### src/hdl/mup_pkg.sv
// ----------------------------------------------------------------------------
// mup_pkg
// Types, codes and character helpers of the magnet link parser.
// ----------------------------------------------------------------------------
package mup_pkg;

  localparam int NumSlots = 4;

  // parameter kinds held while a parameter is parsed
  localparam logic [2:0] PK_KEY   = 3'd0;
  localparam logic [2:0] PK_DN    = 3'd1;
  localparam logic [2:0] PK_TR    = 3'd2;
  localparam logic [2:0] PK_XT    = 3'd3;
  localparam logic [2:0] PK_XL    = 3'd4;
  localparam logic [2:0] PK_OTHER = 3'd5;

  // field kinds on the result side
  localparam logic [1:0] FK_NONE = 2'd0;
  localparam logic [1:0] FK_DN   = 2'd1;
  localparam logic [1:0] FK_TR   = 2'd2;
  localparam logic [1:0] FK_HASH = 2'd3;

  // status codes
  localparam logic [2:0] ST_OK       = 3'd0;
  localparam logic [2:0] ST_PREFIX   = 3'd1;
  localparam logic [2:0] ST_NO_HASH  = 3'd2;
  localparam logic [2:0] ST_BAD_HASH = 3'd3;
  localparam logic [2:0] ST_BAD_SIZE = 3'd4;
  localparam logic [2:0] ST_ESCAPE   = 3'd5;

  // committed hash formats
  localparam logic [1:0] HF_NONE    = 2'd0;
  localparam logic [1:0] HF_HEX     = 2'd1;
  localparam logic [1:0] HF_BASE32  = 2'd2;
  localparam logic [1:0] HF_INVALID = 2'd3;

  // escape phases
  localparam logic [1:0] EP_IDLE = 2'd0;
  localparam logic [1:0] EP_PCT  = 2'd1;
  localparam logic [1:0] EP_HELD = 2'd2;

  // size flag bits
  localparam int SzNeg  = 0;
  localparam int SzDig  = 1;
  localparam int SzStop = 2;
  localparam int SzSeen = 3;

  localparam logic [63:0] LimitPos = 64'h7FFF_FFFF_FFFF_FFFF;
  localparam logic [63:0] LimitNeg = 64'h8000_0000_0000_0000;

  typedef struct packed {
    logic       valid;
    logic [7:0] data;
    logic [1:0] kind;
    logic       fend;
    logic       commit;
  } item_t;

  typedef struct packed {
    item_t [NumSlots-1:0] items;
    logic [1:0]           count;   // field items in use
    logic                 done;    // a link_done item follows them
    logic [2:0]           status;
    logic [63:0]          size;
    logic [1:0]           format;
  } entry_t;

  typedef struct packed {
    logic [3:0]  prefix_pos;
    logic [15:0] key_buffer;
    logic [1:0]  key_count;
    logic [2:0]  param_kind;
    logic [3:0]  pattern_pos;
    logic [5:0]  hash_count;
    logic        hash_all_hex;
    logic        hash_all_base32;
    logic [1:0]  committed_format;
    logic [1:0]  escape_phase;
    logic [7:0]  escape_held;
    logic [63:0] size_accum;
    logic [3:0]  size_flags;
    logic [63:0] saved_size;
    logic [2:0]  error_code;
  } parse_t;

  localparam parse_t PARSE_RESET = '{
    prefix_pos: 4'd0, key_buffer: 16'd0, key_count: 2'd0, param_kind: PK_KEY,
    pattern_pos: 4'd0, hash_count: 6'd0, hash_all_hex: 1'b1,
    hash_all_base32: 1'b1, committed_format: HF_NONE, escape_phase: EP_IDLE,
    escape_held: 8'd0, size_accum: 64'd0, size_flags: 4'd0, saved_size: 64'd0,
    error_code: ST_OK};

  // bit 4 set: not a hex digit
  function automatic logic [4:0] hex_val(input logic [7:0] c);
    logic [4:0] r;
    if (c >= "0" && c <= "9") r = {1'b0, 4'(c - "0")};
    else if (c >= "a" && c <= "f") r = {1'b0, 4'(c - "a" + 8'd10)};
    else if (c >= "A" && c <= "F") r = {1'b0, 4'(c - "A" + 8'd10)};
    else r = 5'b10000;
    return r;
  endfunction

  function automatic logic [7:0] prefix_char(input logic [2:0] pos);
    logic [7:0] c;
    case (pos)
      3'd0: c = "m";
      3'd1: c = "a";
      3'd2: c = "g";
      3'd3: c = "n";
      3'd4: c = "e";
      3'd5: c = "t";
      3'd6: c = ":";
      default: c = "?";
    endcase
    return c;
  endfunction

  function automatic logic [7:0] urn_char(input logic [3:0] pos);
    logic [7:0] c;
    case (pos)
      4'd0: c = "u";
      4'd1: c = "r";
      4'd2: c = "n";
      4'd3: c = ":";
      4'd4: c = "b";
      4'd5: c = "t";
      4'd6: c = "i";
      4'd7: c = "h";
      default: c = ":";
    endcase
    return c;
  endfunction

endpackage

### src/hdl/mup_front.sv
// ----------------------------------------------------------------------------
// mup_front
// Takes one link byte a cycle while accept is high, updates parser state, builds a queue entry.
// ----------------------------------------------------------------------------
module mup_front import mup_pkg::*; (
  input  logic       clk,
  input  logic       rst,
  input  logic       accept,
  input  logic [7:0] in_byte,
  input  logic       end_of_link,
  output logic       push,
  output entry_t     entry
);

  parse_t st, st_next;

  always_comb begin
    parse_t     s;
    entry_t     e;
    logic [1:0] n;
    logic       do_end;
    logic [4:0] hi, lo;
    logic [7:0] b, hb;
    logic [67:0] prod;
    logic [63:0] limit;
    logic [2:0] stat;
    s = st;
    e = '0;
    n = 2'd0;
    do_end = 1'b0;
    b = in_byte;
    hi = hex_val(s.escape_held);
    lo = hex_val(b);
    hb = s.escape_held;
    prod = '0;
    limit = LimitPos;
    stat = ST_OK;
    if (accept) begin
      if (s.error_code == ST_OK) begin
        if (!s.prefix_pos[3]) begin
          if (b == prefix_char(s.prefix_pos[2:0])) s.prefix_pos = s.prefix_pos + 4'd1;
          else s.error_code = ST_PREFIX;
        end else if (b == "&") begin
          do_end = 1'b1;
        end else begin
          case (s.param_kind)
            PK_KEY: begin
              if (s.key_count < 2'd2) begin
                s.key_buffer = {s.key_buffer[7:0], b};
                s.key_count = s.key_count + 2'd1;
              end else begin
                s.key_count = 2'd3;
                s.param_kind = PK_OTHER;
                if (b == "=") begin
                  if (s.key_buffer == "dn") s.param_kind = PK_DN;
                  else if (s.key_buffer == "tr") s.param_kind = PK_TR;
                  else if (s.key_buffer == "xt") s.param_kind = PK_XT;
                  else if (s.key_buffer == "xl") s.param_kind = PK_XL;
                end
              end
            end
            PK_DN: begin
              e.items[n] = '{1'b1, b, FK_DN, 1'b0, 1'b0};
              n = n + 2'd1;
            end
            PK_TR: begin
              if (s.escape_phase == EP_IDLE) begin
                if (b == "%") s.escape_phase = EP_PCT;
                else begin
                  e.items[n] = '{1'b1, (b == "+") ? 8'h20 : b, FK_TR, 1'b0, 1'b0};
                  n = n + 2'd1;
                end
              end else if (s.escape_phase == EP_PCT) begin
                s.escape_held = b;
                s.escape_phase = EP_HELD;
              end else begin
                s.escape_phase = EP_IDLE;
                if (hi[4]) s.error_code = ST_ESCAPE;
                else begin
                  e.items[n] = '{1'b1, lo[4] ? {4'd0, hi[3:0]} : {hi[3:0], lo[3:0]},
                                 FK_TR, 1'b0, 1'b0};
                  n = n + 2'd1;
                end
              end
            end
            PK_XT: begin
              if (s.pattern_pos < 4'd9) begin
                if (b == urn_char(s.pattern_pos)) s.pattern_pos = s.pattern_pos + 4'd1;
                else s.pattern_pos = (b == "u") ? 4'd1 : 4'd0;
              end else begin
                if (s.hash_count != 6'd63) s.hash_count = s.hash_count + 6'd1;
                if (lo[4]) s.hash_all_hex = 1'b0;
                if (!((b >= "A" && b <= "Z") || (b >= "2" && b <= "7")))
                  s.hash_all_base32 = 1'b0;
                e.items[n] = '{1'b1, b, FK_HASH, 1'b0, 1'b0};
                n = n + 2'd1;
              end
            end
            PK_XL: begin
              if (!s.size_flags[SzStop]) begin
                if (!s.size_flags[SzSeen] && (b == "+" || b == "-")) begin
                  s.size_flags[SzSeen] = 1'b1;
                  if (b == "-") s.size_flags[SzNeg] = 1'b1;
                end else if (b >= "0" && b <= "9") begin
                  limit = s.size_flags[SzNeg] ? LimitNeg : LimitPos;
                  prod = {1'b0, s.size_accum, 3'b0} + {3'b0, s.size_accum, 1'b0}
                       + {60'd0, 8'(b - "0")};
                  s.size_flags[SzSeen] = 1'b1;
                  if (prod > {4'd0, limit}) s.error_code = ST_BAD_SIZE;
                  else begin
                    s.size_accum = prod[63:0];
                    s.size_flags[SzDig] = 1'b1;
                  end
                end else begin
                  s.size_flags[SzSeen] = 1'b1;
                  s.size_flags[SzStop] = 1'b1;
                end
              end
            end
            default: ;
          endcase
        end
      end
      if (end_of_link && s.error_code == ST_OK) begin
        if (!s.prefix_pos[3]) s.error_code = ST_PREFIX;
        else do_end = 1'b1;
      end
      if (do_end) begin
        hb = s.escape_held;
        case (s.param_kind)
          PK_DN: begin
            e.items[n] = '{1'b0, 8'd0, FK_DN, 1'b1, 1'b0};
            n = n + 2'd1;
          end
          PK_TR: begin
            if (s.escape_phase != EP_IDLE) begin
              e.items[n] = '{1'b1, "%", FK_TR, 1'b0, 1'b0};
              n = n + 2'd1;
            end
            if (s.escape_phase == EP_HELD) begin
              e.items[n] = '{1'b1, (hb == "+") ? 8'h20 : hb, FK_TR, 1'b0, 1'b0};
              n = n + 2'd1;
            end
            e.items[n] = '{1'b0, 8'd0, FK_TR, 1'b1, 1'b0};
            n = n + 2'd1;
          end
          PK_XT: begin
            if (s.pattern_pos == 4'd9) begin
              if (s.hash_count == 6'd0) s.committed_format = HF_NONE;
              else if (s.hash_count == 6'd40 && s.hash_all_hex) s.committed_format = HF_HEX;
              else if (s.hash_count == 6'd32 && s.hash_all_base32)
                s.committed_format = HF_BASE32;
              else s.committed_format = HF_INVALID;
              e.items[n] = '{1'b0, 8'd0, FK_HASH, 1'b1, 1'b1};
              n = n + 2'd1;
            end
          end
          PK_XL: begin
            if (!s.size_flags[SzDig]) s.error_code = ST_BAD_SIZE;
            else s.saved_size = s.size_flags[SzNeg] ? (64'd0 - s.size_accum) : s.size_accum;
          end
          default: ;
        endcase
        // parameter scratch back to its idle values
        s.param_kind = PARSE_RESET.param_kind;
        s.key_count = PARSE_RESET.key_count;
        s.key_buffer = PARSE_RESET.key_buffer;
        s.pattern_pos = PARSE_RESET.pattern_pos;
        s.hash_count = PARSE_RESET.hash_count;
        s.hash_all_hex = PARSE_RESET.hash_all_hex;
        s.hash_all_base32 = PARSE_RESET.hash_all_base32;
        s.escape_phase = PARSE_RESET.escape_phase;
        s.escape_held = PARSE_RESET.escape_held;
        s.size_accum = PARSE_RESET.size_accum;
        s.size_flags = PARSE_RESET.size_flags;
      end
      if (end_of_link) begin
        stat = s.error_code;
        if (stat == ST_OK) begin
          if (s.committed_format == HF_NONE) stat = ST_NO_HASH;
          else if (s.committed_format == HF_INVALID) stat = ST_BAD_HASH;
        end
        e.done = 1'b1;
        e.status = stat;
        e.size = (stat == ST_OK) ? s.saved_size : 64'd0;
        e.format = (stat == ST_OK) ? s.committed_format : HF_NONE;
        s = PARSE_RESET;
      end
    end
    e.count = n;
    st_next = s;
    entry = e;
    push = accept && (n != 2'd0 || e.done);
  end

  always_ff @(posedge clk) begin
    if (rst) st <= PARSE_RESET;
    else st <= st_next;
  end

endmodule

### src/hdl/mup_queue.sv
// ----------------------------------------------------------------------------
// mup_queue
// Two-entry queue between the parser front and the result back end.
// ----------------------------------------------------------------------------
module mup_queue import mup_pkg::*; (
  input  logic   clk,
  input  logic   rst,
  input  logic   push,
  input  entry_t push_entry,
  input  logic   pop,
  output logic   full,
  output logic   head_valid,
  output entry_t head
);

  entry_t     slots [2];
  logic       wr_ptr, rd_ptr;
  logic [1:0] fill;

  assign full = fill == 2'd2;
  assign head_valid = fill != 2'd0;
  assign head = slots[rd_ptr];

  always_ff @(posedge clk) begin
    if (push) slots[wr_ptr] <= push_entry;
  end

  always_ff @(posedge clk) begin
    if (rst) begin
      wr_ptr <= 1'b0;
      rd_ptr <= 1'b0;
      fill <= 2'd0;
    end else begin
      if (push) wr_ptr <= ~wr_ptr;
      if (pop) rd_ptr <= ~rd_ptr;
      fill <= fill + {1'b0, push} - {1'b0, pop};
    end
  end

endmodule

### src/hdl/mup_back.sv
// ----------------------------------------------------------------------------
// mup_back
// Walks the head entry one result word a cycle while res_stall is low and drives the result port.
// ----------------------------------------------------------------------------
module mup_back import mup_pkg::*; (
  input  logic        clk,
  input  logic        rst,
  input  logic        head_valid,
  input  entry_t      head,
  output logic        pop,
  output logic        res_valid,
  input  logic        res_stall,
  output logic        out_valid,
  output logic [7:0]  out_byte,
  output logic [1:0]  field_kind,
  output logic        field_end,
  output logic        hash_commit,
  output logic        link_done,
  output logic [2:0]  status,
  output logic signed [63:0] file_size,
  output logic [1:0]  hash_format,
  output logic        last_of_run
);

  logic [1:0] idx;
  logic [2:0] total;
  logic       is_done;
  item_t      cur;

  assign total = {1'b0, head.count} + {2'b0, head.done};
  assign is_done = {1'b0, idx} == {1'b0, head.count};
  assign cur = is_done ? item_t'('0) : head.items[idx];
  assign last_of_run = {1'b0, idx} == total - 3'd1;
  assign res_valid = head_valid;
  assign pop = head_valid && !res_stall && last_of_run;

  assign out_valid = cur.valid;
  assign out_byte = cur.data;
  assign field_kind = cur.kind;
  assign field_end = cur.fend;
  assign hash_commit = cur.commit;
  assign link_done = is_done;
  assign status = is_done ? head.status : ST_OK;
  assign file_size = is_done ? head.size : 64'sd0;
  assign hash_format = is_done ? head.format : HF_NONE;

  always_ff @(posedge clk) begin
    if (rst) idx <= 2'd0;
    else if (head_valid && !res_stall) idx <= last_of_run ? 2'd0 : idx + 2'd1;
  end

endmodule

### src/hdl/magnet_uri_stream_parser.sv
// ----------------------------------------------------------------------------
// magnet_uri_stream_parser
// Streaming magnet link parser: prefix check, parameter split, field decode.
// ----------------------------------------------------------------------------
//  channel   handshake              payload
//  input     in_valid / in_stall    in_byte, end_of_link
//  result    res_valid / res_stall  out_valid .. last_of_run (ten fields)
//
//  One link byte is taken every cycle the queue is not full; its zero to
//  four result words leave one per cycle while res_stall is low, from the
//  head of a two-entry queue. Input stalls only while the queue holds two
//  entries.
//  Front state updates in the same cycle a byte is accepted; the size digit
//  step is one 68-bit multiply-by-ten add and compare.
//  rst (synchronous) clears parser state, queue pointers and word index.
// ----------------------------------------------------------------------------
module magnet_uri_stream_parser import mup_pkg::*; (
  input  logic        clk,
  input  logic        rst,
  input  logic        in_valid,
  output logic        in_stall,
  input  logic [7:0]  in_byte,
  input  logic        end_of_link,
  output logic        res_valid,
  input  logic        res_stall,
  output logic        out_valid,
  output logic [7:0]  out_byte,
  output logic [1:0]  field_kind,
  output logic        field_end,
  output logic        hash_commit,
  output logic        link_done,
  output logic [2:0]  status,
  output logic signed [63:0] file_size,
  output logic [1:0]  hash_format,
  output logic        last_of_run
);

  logic   accept, push, pop, full, head_valid;
  entry_t entry, head;

  // queue full is the only back-pressure on the link side
  assign in_stall = full;
  assign accept = in_valid && !full;

  mup_front u_front (
    .clk, .rst, .accept, .in_byte, .end_of_link, .push, .entry
  );

  mup_queue u_queue (
    .clk, .rst, .push, .push_entry(entry), .pop, .full, .head_valid, .head
  );

  mup_back u_back (
    .clk, .rst, .head_valid, .head, .pop, .res_valid, .res_stall,
    .out_valid, .out_byte, .field_kind, .field_end, .hash_commit,
    .link_done, .status, .file_size, .hash_format, .last_of_run
  );

endmodule

### config.mk
export PLATFORM = sky130hd
export DESIGN_NAME = magnet_uri_stream_parser
export DESIGN_NICKNAME = d
export VERILOG_FILES = /design/src/hdl/mup_pkg.sv /design/src/hdl/mup_front.sv /design/src/hdl/mup_queue.sv /design/src/hdl/mup_back.sv /design/src/hdl/magnet_uri_stream_parser.sv
export SDC_FILE = /design/constraint.sdc
export NUM_CORES = 1
export LEC_CHECK = 0
export ABC_AREA = 0
export ABC_CLOCK_PERIOD_IN_PS = 18700
export BUFFER_PORTS_ARGS = -buffer_cell sky130_fd_sc_hd__buf_2
export CAP_MARGIN = 20
export CORE_MARGIN = 10
export CORE_UTILIZATION = 56
export CTS_CLUSTER_DIAMETER = 100
export CTS_CLUSTER_SIZE = 12
export DETAILED_ROUTE_END_ITERATION = 10
export HOLD_SLACK_MARGIN = 0.02
export PLACE_DENSITY = 0.73
export SYNTH_ARGS = -nofsm -noshare
export SYNTH_HDL_FRONTEND = slang
export SYNTH_HIERARCHICAL = 1
export SYNTH_SLANG_ARGS = --single-unit
### constraint.sdc
create_clock -name clk -period 18.7 [get_ports clk]
set_input_delay 2.805 -clock clk [delete_from_list [all_inputs] [get_ports clk]]
set_output_delay 2.805 -clock clk [all_outputs]
set_load 0.05 [all_outputs]
== Yosys cells after proc, flatten, opt, wreduce, memory -nomap -nowiden ==
Memories as Yosys holds them, arrays and structs flattened. A register that Yosys moved wholly into a read port is not among the register bits.
Index checks and enable logic that the tools add are counted.
Cells by class
  $add $sub $neg: 25
  $lt $le $gt $ge: 25
  equality and inequality tests: 47
  muxes and demuxes: 171
  bitwise logic cells: 14
  reduce and logical (&&, ||, !) cells: 42
Operator list (number)
  $mux 52: 11
  $mux 64: 8
  $mux 180: 2
  $mux 78: 4
  $mux 184: 1
  $mux 13: 14
  $pmux 52 s3: 1
  $mux 70: 2
  $mux 68: 2
  $mux 8: 16
  $not 44->44: 2
  $mux 3: 28
  $demux 13 s2: 3
  $mux 37: 2
  $add 67x65->68: 1
  $add 68x8->68: 1
  $gt 68x64->1: 1
  $mux 67: 1
  $mux 33: 2
  $eq 16x15->1 const B: 4
  $sub 1x64->64 const A: 1
  $mux 2: 28
  $bwmux 52: 1
  $pmux 7 s7: 1
  other kinds (66): 187
Word-level totals
  bits in registers: 190
  memory bits (writable): 248
  ROM bits: 48
  bits of input ports: 13
  word-level logic and storage cells: 348
  memories kept: 2
Memory list
  u_queue.slots: words 2, width 124, rd ports 1, clocked after memory_dff 1, write ports 1, RTL line mup_queue.sv:16  | entry_t slots [2];
  (no name shown): words 8, width 6, rd ports 1, clocked after memory_dff 1, write ports 0, RTL line mup_pkg.sv:120  | case (pos)

== Longest topological paths before layout ==
Gate-level depths: netlist of run 1.
  depth after elaboration: 38
  depth in mapped cells: 43

== Cells and area by module ==
The synthesis of run 1 kept the hierarchy.
By module, submodules not included
  mup_front: times used 1, cells each 2930, area an instance 21112.7 µm²
  mup_queue: times used 1, cells each 407, area an instance 9407.8 µm²
  mup_back: times used 1, cells each 135, area an instance 1217.4 µm²
  magnet_uri_stream_parser: times used 1, cells each 1, area an instance 13.8 µm²

== Worst setup path after synthesis of run 1 ==
No wires, ideal clock.
  path kind: in2reg
  start: in in_byte[4]
  end: mem u_queue/slots[0][0] in the netlist's numbering, enable pin
  setup time: 0.623 ns
  arrival: 14.212 ns
  required time: 18.077 ns
  setup slack: 3.864 ns
  cell stages on the path: 29
  cell sequence: clkinv_1 -> ha_1 -> fa_1 -> ha_1 -> o211ai_1 -> a21oi_2 -> o21a_1 -> a21o_1 -> a211oi_4 -> a21boi_0 -> or2_2 -> xor2_1 -> ha_1 -> nand4_1 -> nor3_1 -> nand2_1 -> nor3_1 -> nor4bb_1 -> a211oi_1 -> nor3_1 -> a31oi_1 -> o31a_1 -> buf_4 -> nor2_4 -> nand2_1 -> a21o_1 -> o21ai_0 -> or3_1 -> nor2b_1
RTL lines
  start, declared: RTL line magnet_uri_stream_parser.sv:22  | input logic [7:0] in_byte,
  end, declared: RTL line mup_queue.sv:16

==> results_dict.tcl, run 1 <==
set metrics [dict create \
    hold_path_class "reg -> reg" \
    fin_ws_ps 5960 \
    cts_tree "yes" \
    nets 3703 \
    cts_root_buf "clkbuf_16" \
    ant_nets 0 \
    cap_violations 0 \
    finClkSkew_ps 34.0 \
    async_flop_share_pct 0 \
    synth_top_flop_cell "edfxtp_1" \
    post-synth-top-area-fraction_pct 23.5 \
    fp-row-count 87 \
    drt_iter0_drc 3844 \
    cts_resized 0 \
    synth_edf_count 248 \
    slew_headroom_pct 25.0 \
    hpwl_um 75800 \
    grt_overflow 0 \
    layout-drive-gt1-share_pct 12.2 \
    leakage_nw 13.1 \
    cts_buffers 43 \
    io_pins 99 \
    cts_sinks 445 \
    postPlaceCellArea_um2 32500 \
    endpoint_kind "flop" \
    critPathMaxFanout 64 \
    grt_use_total_pct 29.4 \
    layout_min_cycle_time_ps 12740 \
    wire_per_inst_um 24.0 \
    fin_setup_tns_ps 0 \
    place_inst 4173 \
    maxSlewViolCount 0 \
    drt-total-wl_um 102000 \
    worstSkewPairLatency_ps 610 \
    p_total_mw 2.20 \
    grt_pass1_vias 26149 \
    synth_cells 3473 \
    cpPeakStageDelay_ps 800 \
    dr.pass1.iters 8 \
    status "completed" \
    diodes 0 \
    start_kind "input pin" \
    worst_pin_slew_ps 1120 \
    yosys.area.top_type "edfxtp_1" \
    avgSynthCellArea_um2 9.14 \
    final_area_um2 33800 \
    cp_slowest_cell "buf_4" \
    core-area_um2 56300 \
    place_ws_ps 5450 \
    die_w_um 258 \
    avgViaCountPerCell 6.58 \
    hold_viol 0 \
    die_h_um 258 \
    start_util_pct 56.4 \
    grt_pass1_wl_um 156000 \
    fmax_mhz 78.5 \
    grt_max_degree 96 \
    gp_congestion 1.03 \
    instances_no_fill 4252 \
    cp.arrival_ps 12940 \
    die-area_um2 66600 \
    n_fill_cell 4773 \
    powerDensity_nw_per_um2 65.0 \
    syn_to_final_growth_pct 6.52 \
    top_layer "met4" \
    crit_type "in -> reg" \
    setup_violations 0 \
    synth_area_um2 31800 \
    synth_seq_area_share_pct 35.9 \
    path_clk_slew_ps 60 \
    io_buffer_count 98 \
    vias 27957 \
    wl_met3_um 10700 \
    antenna_found_initial 0 \
    wl_met2_um 43900 \
    period_share_pct 68.1 \
    worstPathRequired_ps 18910 \
    drc 0 \
    hold_buffers 0 \
    ys_seq_elements 445 \
    vdd_drop_max_mv 0.0635 \
    clockBufferDepth 3 \
    htree_levels 2 \
    wl_met1_um 45300 \
    rsz0062_at_grt "no" \
    ys_types 124 \
    yosys_warnings 6 \
    cts_setup_buffers 0 \
    synth.area.top_cells "edfxtp_1 23%, dfxtp_1 12%, ha_1 8.6%, nor2_1 4.6%, a21oi_1 4.1%" \
]
## kinds of logic (layout without fill, tap and decap cells)
family / count (synthesis) / count (layout) / synth area share, %
AO/OA/AOI/OAI: 873 / 873 / 18.2
XOR/XNOR: 136 / 136 / 3.79
adder cells (fa/ha/maj): 225 / 225 / 9.01
buffers and inverters: 268 / 288 / 4.11
flip-flops: 445 / 445 / 35.9
multiplexers: 203 / 203 / 8.24
other: 1 / 4 / 0.0118
AND/OR/NAND/NOR: 1322 / 1322 / 20.7
## worst max-delay path, delay by kind of cell
family          cells  cell delay, ps
fa+ha+maj           4            1460
simple gates        7            2500
compound gates     16            3920
xor+xnor            1             200
buf+inv             4            1940
## synth_stat cells, types with 42 or more instances
library cell,count
a21o_1,46
a21oi_1,262
a22oi_1,80
and2_1,85
buf_2,42
clkbuf_1,105
dfxtp_1,197
edfxtp_1,248
ha_1,219
inv_1,72
mux2_2,70
mux2_4,61
mux2i_1,59
nand2_1,328
nand3_1,76
nand4_1,51
nor2_1,393
nor3_1,97
o21ai_0,163
or3_1,44
xnor2_1,78
xor2_1,57
## path summary, 6_finish.rpt
check	startpoint	end	slack, ps	depth (start not counted)
setup / recovery	in_byte[4]	u_queue/slots[0][33]	5960	32
hold reg to reg	u_front/st[40]	u_front/st[40]	450	2
setup reg to reg	u_front/st[76]	u_queue/slots[0][33]	8390	29
hold / removal	u_front/st[40]	u_front/st[40]	450	2
## cell usage in the layout (no fill, tap or decap), types with 39 or more instances in the layout
| cell | netlist | final |
|---|---|---|
| xor2_1 | 57 | 57 |
| ha_1 | 219 | 219 |
| clkbuf_16 | 0 | 43 |
| nor3_1 | 97 | 97 |
| nand2_1 | 328 | 328 |
| dfxtp_1 | 197 | 195 |
| a21oi_1 | 262 | 262 |
| and2_1 | 85 | 84 |
| inv_1 | 72 | 71 |
| o21ai_0 | 163 | 163 |
| or3_1 | 44 | 44 |
| a211oi_1 | 39 | 39 |
| buf_2 | 42 | 99 |
| nand4_1 | 51 | 51 |
| a21o_1 | 46 | 46 |
| xnor2_1 | 78 | 78 |
| edfxtp_1 | 248 | 248 |
| mux2i_1 | 59 | 59 |
| a22oi_1 | 80 | 80 |
| mux2_2 | 70 | 70 |
| nor2_1 | 393 | 390 |
| mux2_4 | 61 | 61 |
| nand3_1 | 76 | 76 |
## per-layer routing
| layer | vias up | track usage, % |
|---|---|---|
| met5 | - | 0 |
| met1 | 13514 | 43.4 |
| li1 | 12833 | - |
| met4 | 0 | 7.19 |
| met3 | 167 | 4.70 |
| met2 | 1443 | 44.3 |
## final cells by class
class	instances	area, um2	share of cell area, %
sequential	445	11400	33.7
multi-input combinational	2763	19100	56.6
clock inverter	4	63.8	0.189
inverter	74	278	0.821
timing repair buffer	138	808	2.39
clock buffer	72	1190	3.53
tap	756	946	2.80
## metrics by stage
stage | utilization (%) | hold slack, ps
3_5_place_dp | 57.8 | 442
4_1_cts | 60.0 | 454
6_report | 60.1 | 452
5_1_grt | 60.1 | 473
3_3_place_gp | 57.8 | 432
2_1_floorplan | - | 425
## sequential cells by signal, summed over array words and instances, names as in the netlist, named ones only
register / cells
u_back/idx: 2
u_front/st: 184
u_queue/fill: 2
u_queue/rd_ptr: 1
u_queue/slots: 248
u_queue/wr_ptr: 1
## where the power goes
part | total, mW | switching (mW) | internal, mW | leakage, nW
Clock | 0.817 | 0.379 | 0.438 | 0.598
Combinational | 0.314 | 0.223 | 0.0916 | 8.77
Sequential | 1.07 | 0.00978 | 1.06 | 3.72
Power figures use the tool's default switching activity.
==> run 2: changes to the inputs <==
- ABC_AREA: 0 -> 1
- ABC_CLOCK_PERIOD_IN_PS: 18700 -> 10500
- PLACE_DENSITY: 0.73 -> 0.76
- clock period: 18.7 -> 10.5 ns (I/O delays scaled with it)
==> run 2 against run 1 <==
Hold slack improved by 10 ps. Sequential power rose by 79%. Setup slack got worse by 4000 ps. Synthesized area rose by 6.3%. Critical path depth rose by 16. Largest power group unchanged.
==> results_dict.tcl, run 2 <==
set metrics [dict create \
    drc 0 \
    fmax_mhz 117 \
    start_kind "input pin" \
    cts_setup_buffers 0 \
    synth_seq_area_share_pct 33.8 \
    cts_buffers 43 \
    grt_pass1_vias 28351 \
    leakage_nw 16.8 \
    worstSkewPairLatency_ps 620 \
    reg_top3 "u_queue/slots: 248 flops, u_front/st: 184 flops" \
    r2r_start "u_front/st[71]" \
    worstHoldStart "u_front/st[40]" \
    ys_seq_elements 445 \
    avgSynthCellArea_um2 7.24 \
    drt_iter0_drc 3400 \
    path_clk_slew_ps 60 \
    cpPeakStageDelay_ps 640 \
    post-synth-top-area-fraction_pct 22.1 \
    synth_most_common_cell "nand2_1" \
    hold_buffers 0 \
    synth.area.mux_share_pct 4.81 \
    vdd_drop_max_mv 0.103 \
    ant_nets 0 \
    critical_path.startpoint "in_byte[4]" \
    p_total_mw 4.06 \
    cts_tree "yes" \
    die_w_um 265 \
    layout_common_cells "1,385 x nand2_1, 549 x inv_1, 522 x nor2_1" \
    powerDensity_nw_per_um2 113 \
    yosys_warnings 6 \
    synth_top_family_by_area "simple AND/OR/NAND/NOR gates" \
    cts_resized 0 \
    grt_use_total_pct 26.7 \
    cpMostUsedCell "nand2_1" \
    start_util_pct 56.8 \
    layout_min_cycle_time_ps 8580 \
    fp-row-count 89 \
    wire_per_inst_um 17.6 \
    fin_setup_tns_ps 0 \
    dr.pass1.iters 6 \
    synthAdderAreaFrac_pct 8.48 \
    die-area_um2 70500 \
    io_pins 99 \
    io_buffer_count 98 \
    clkPwrFrac_pct 36.6 \
    yosys.area.top_type "edfxtp_1" \
    vias 30811 \
    fin_util_pct 60.5 \
    worstPathRequired_ps 10800 \
    syn_to_final_growth_pct 6.49 \
    grt_max_degree 120 \
    worst_pin_slew_ps 974 \
    hold_viol 0 \
    finClkSkew_ps 40.2 \
    grt_pass1_wl_um 153000 \
    synth_cells 4663 \
    drt-total-wl_um 96600 \
    synth.area.top_cells "edfxtp_1 22%, nand2_1 15%, dfxtp_1 12%, ha_1 8.1%, inv_1 6.1%" \
    synth_compound_area_share_pct 10.2 \
    cp_slowest_cell "nor2_4" \
    hold_path_class "reg -> reg" \
    diodes 0 \
    synthXorXnorAreaFrac_pct 2.49 \
    synth_top_flop_cell "edfxtp_1" \
    die_h_um 265 \
    async_flop_share_pct 0 \
    endpoint_kind "flop" \
    largest_reg_flops 248 \
    status "completed" \
    synth_area_um2 33700 \
    layout-drive-gt1-share_pct 9.92 \
    cts_sinks 445 \
    final_common_cell "nand2_1" \
    cap_violations 0 \
    synth_edf_count 248 \
    htree_levels 2 \
    top_register "u_queue/slots" \
    combinationalPowerShare_pct 16.2 \
    seqPwrFrac_pct 47.2 \
    gp_congestion 0.995 \
    internal-power_mw 2.88 \
    grt_overflow 0 \
    cp.arrival_ps 8880 \
    crit_type "in -> reg" \
    hpwl_um 72900 \
    cts_root_buf "clkbuf_16" \
    clockBufferDepth 3 \
    ys_types 64 \
    synthSimpleGateAreaFrac_pct 31.1 \
    setup_violations 0 \
    p_sw_share_pct 29.1 \
    rsz0062_at_grt "no" \
    slew_headroom_pct 35.1 \
    power.switching_mw 1.18 \
    avgViaCountPerCell 5.62 \
    critPathMaxFanout 35 \
    core-area_um2 59400 \
    synthTopCellsByCount "1,386 x nand2_1, 551 x inv_1, 524 x nor2_1, 336 x a21oi_1, 248 x edfxtp_1" \
    period_share_pct 81.7 \
    nets 4916 \
    maxSlewViolCount 0 \
    antenna_found_initial 0 \
]
[run 2: kinds of logic (layout without fill, tap and decap cells)]
family | after synthesis | after routing
AO/OA/AOI/OAI | 626 | 626
XOR/XNOR | 95 | 95
adder cells (fa/ha/maj) | 225 | 225
buffers and inverters | 730 | 771
flip-flops | 445 | 445
multiplexers | 124 | 124
other | 1 | 4
AND/OR/NAND/NOR | 2417 | 2417
[run 2: cell type report]
cell class / instances / area, um2
inverter: 569 / 2140
sequential: 445 / 11400
clock buffer: 69 / 1180
tap: 773 / 967
fill: 5445 / 23400
clock inverter: 5 / 108
multi-input combinational: 3491 / 19300
timing repair buffer: 128 / 830
[run 2: power by group through the flow]
stage	sequential, mW	combinational [mW]	clock [mW]
6_report	1.92	0.657	1.49
5_1_grt	1.92	0.707	1.57
4_1_cts	1.92	0.659	1.50
3_5_place_dp	1.96	0.655	0
3_3_place_gp	1.95	0.649	0
2_1_floorplan	1.95	0.541	0
[run 2: worst paths after layout]
path	end	slack (ps)	cells after the start
min	u_front/st[40]	460	2
max reg2reg	u_queue/slots[0][79]	2990	47
max	u_queue/slots[0][79]	1920	48
min reg2reg	u_front/st[40]	460	2
[run 2: critical path: cells and delay by family]
| family | cells | cell delay, ps |
|---|---|---|
| AOI/OAI and AO/OA | 3 | 430 |
| xor gates and xnor gates | 1 | 420 |
| adders and majority gates | 4 | 1450 |
| buffers and inverters | 8 | 1090 |
| and+or+nand+nor | 32 | 3890 |
[run 2: per-stage QoR]
step,setup slack (ps),cells,area (um2),hold slack (ps)
floorplan,629,4666,33800,437
global placement,1530,5405,34600,447
detailed placement,1380,5405,34600,453
CTS,1970,5479,35900,463
global route,1070,5480,35900,477
finish,1920,5480,35900,462
[run 2: layer usage]
layer | vias to the layer above | track usage (%) | routed length, um
met4 | 0 | 7.69 | 2450
met5 | - | 0 | 0
met3 | 138 | 3.18 | 8130
met2 | 1200 | 39.8 | 41000
li1 | 15243 | - | -
met1 | 14230 | 39.7 | 45100
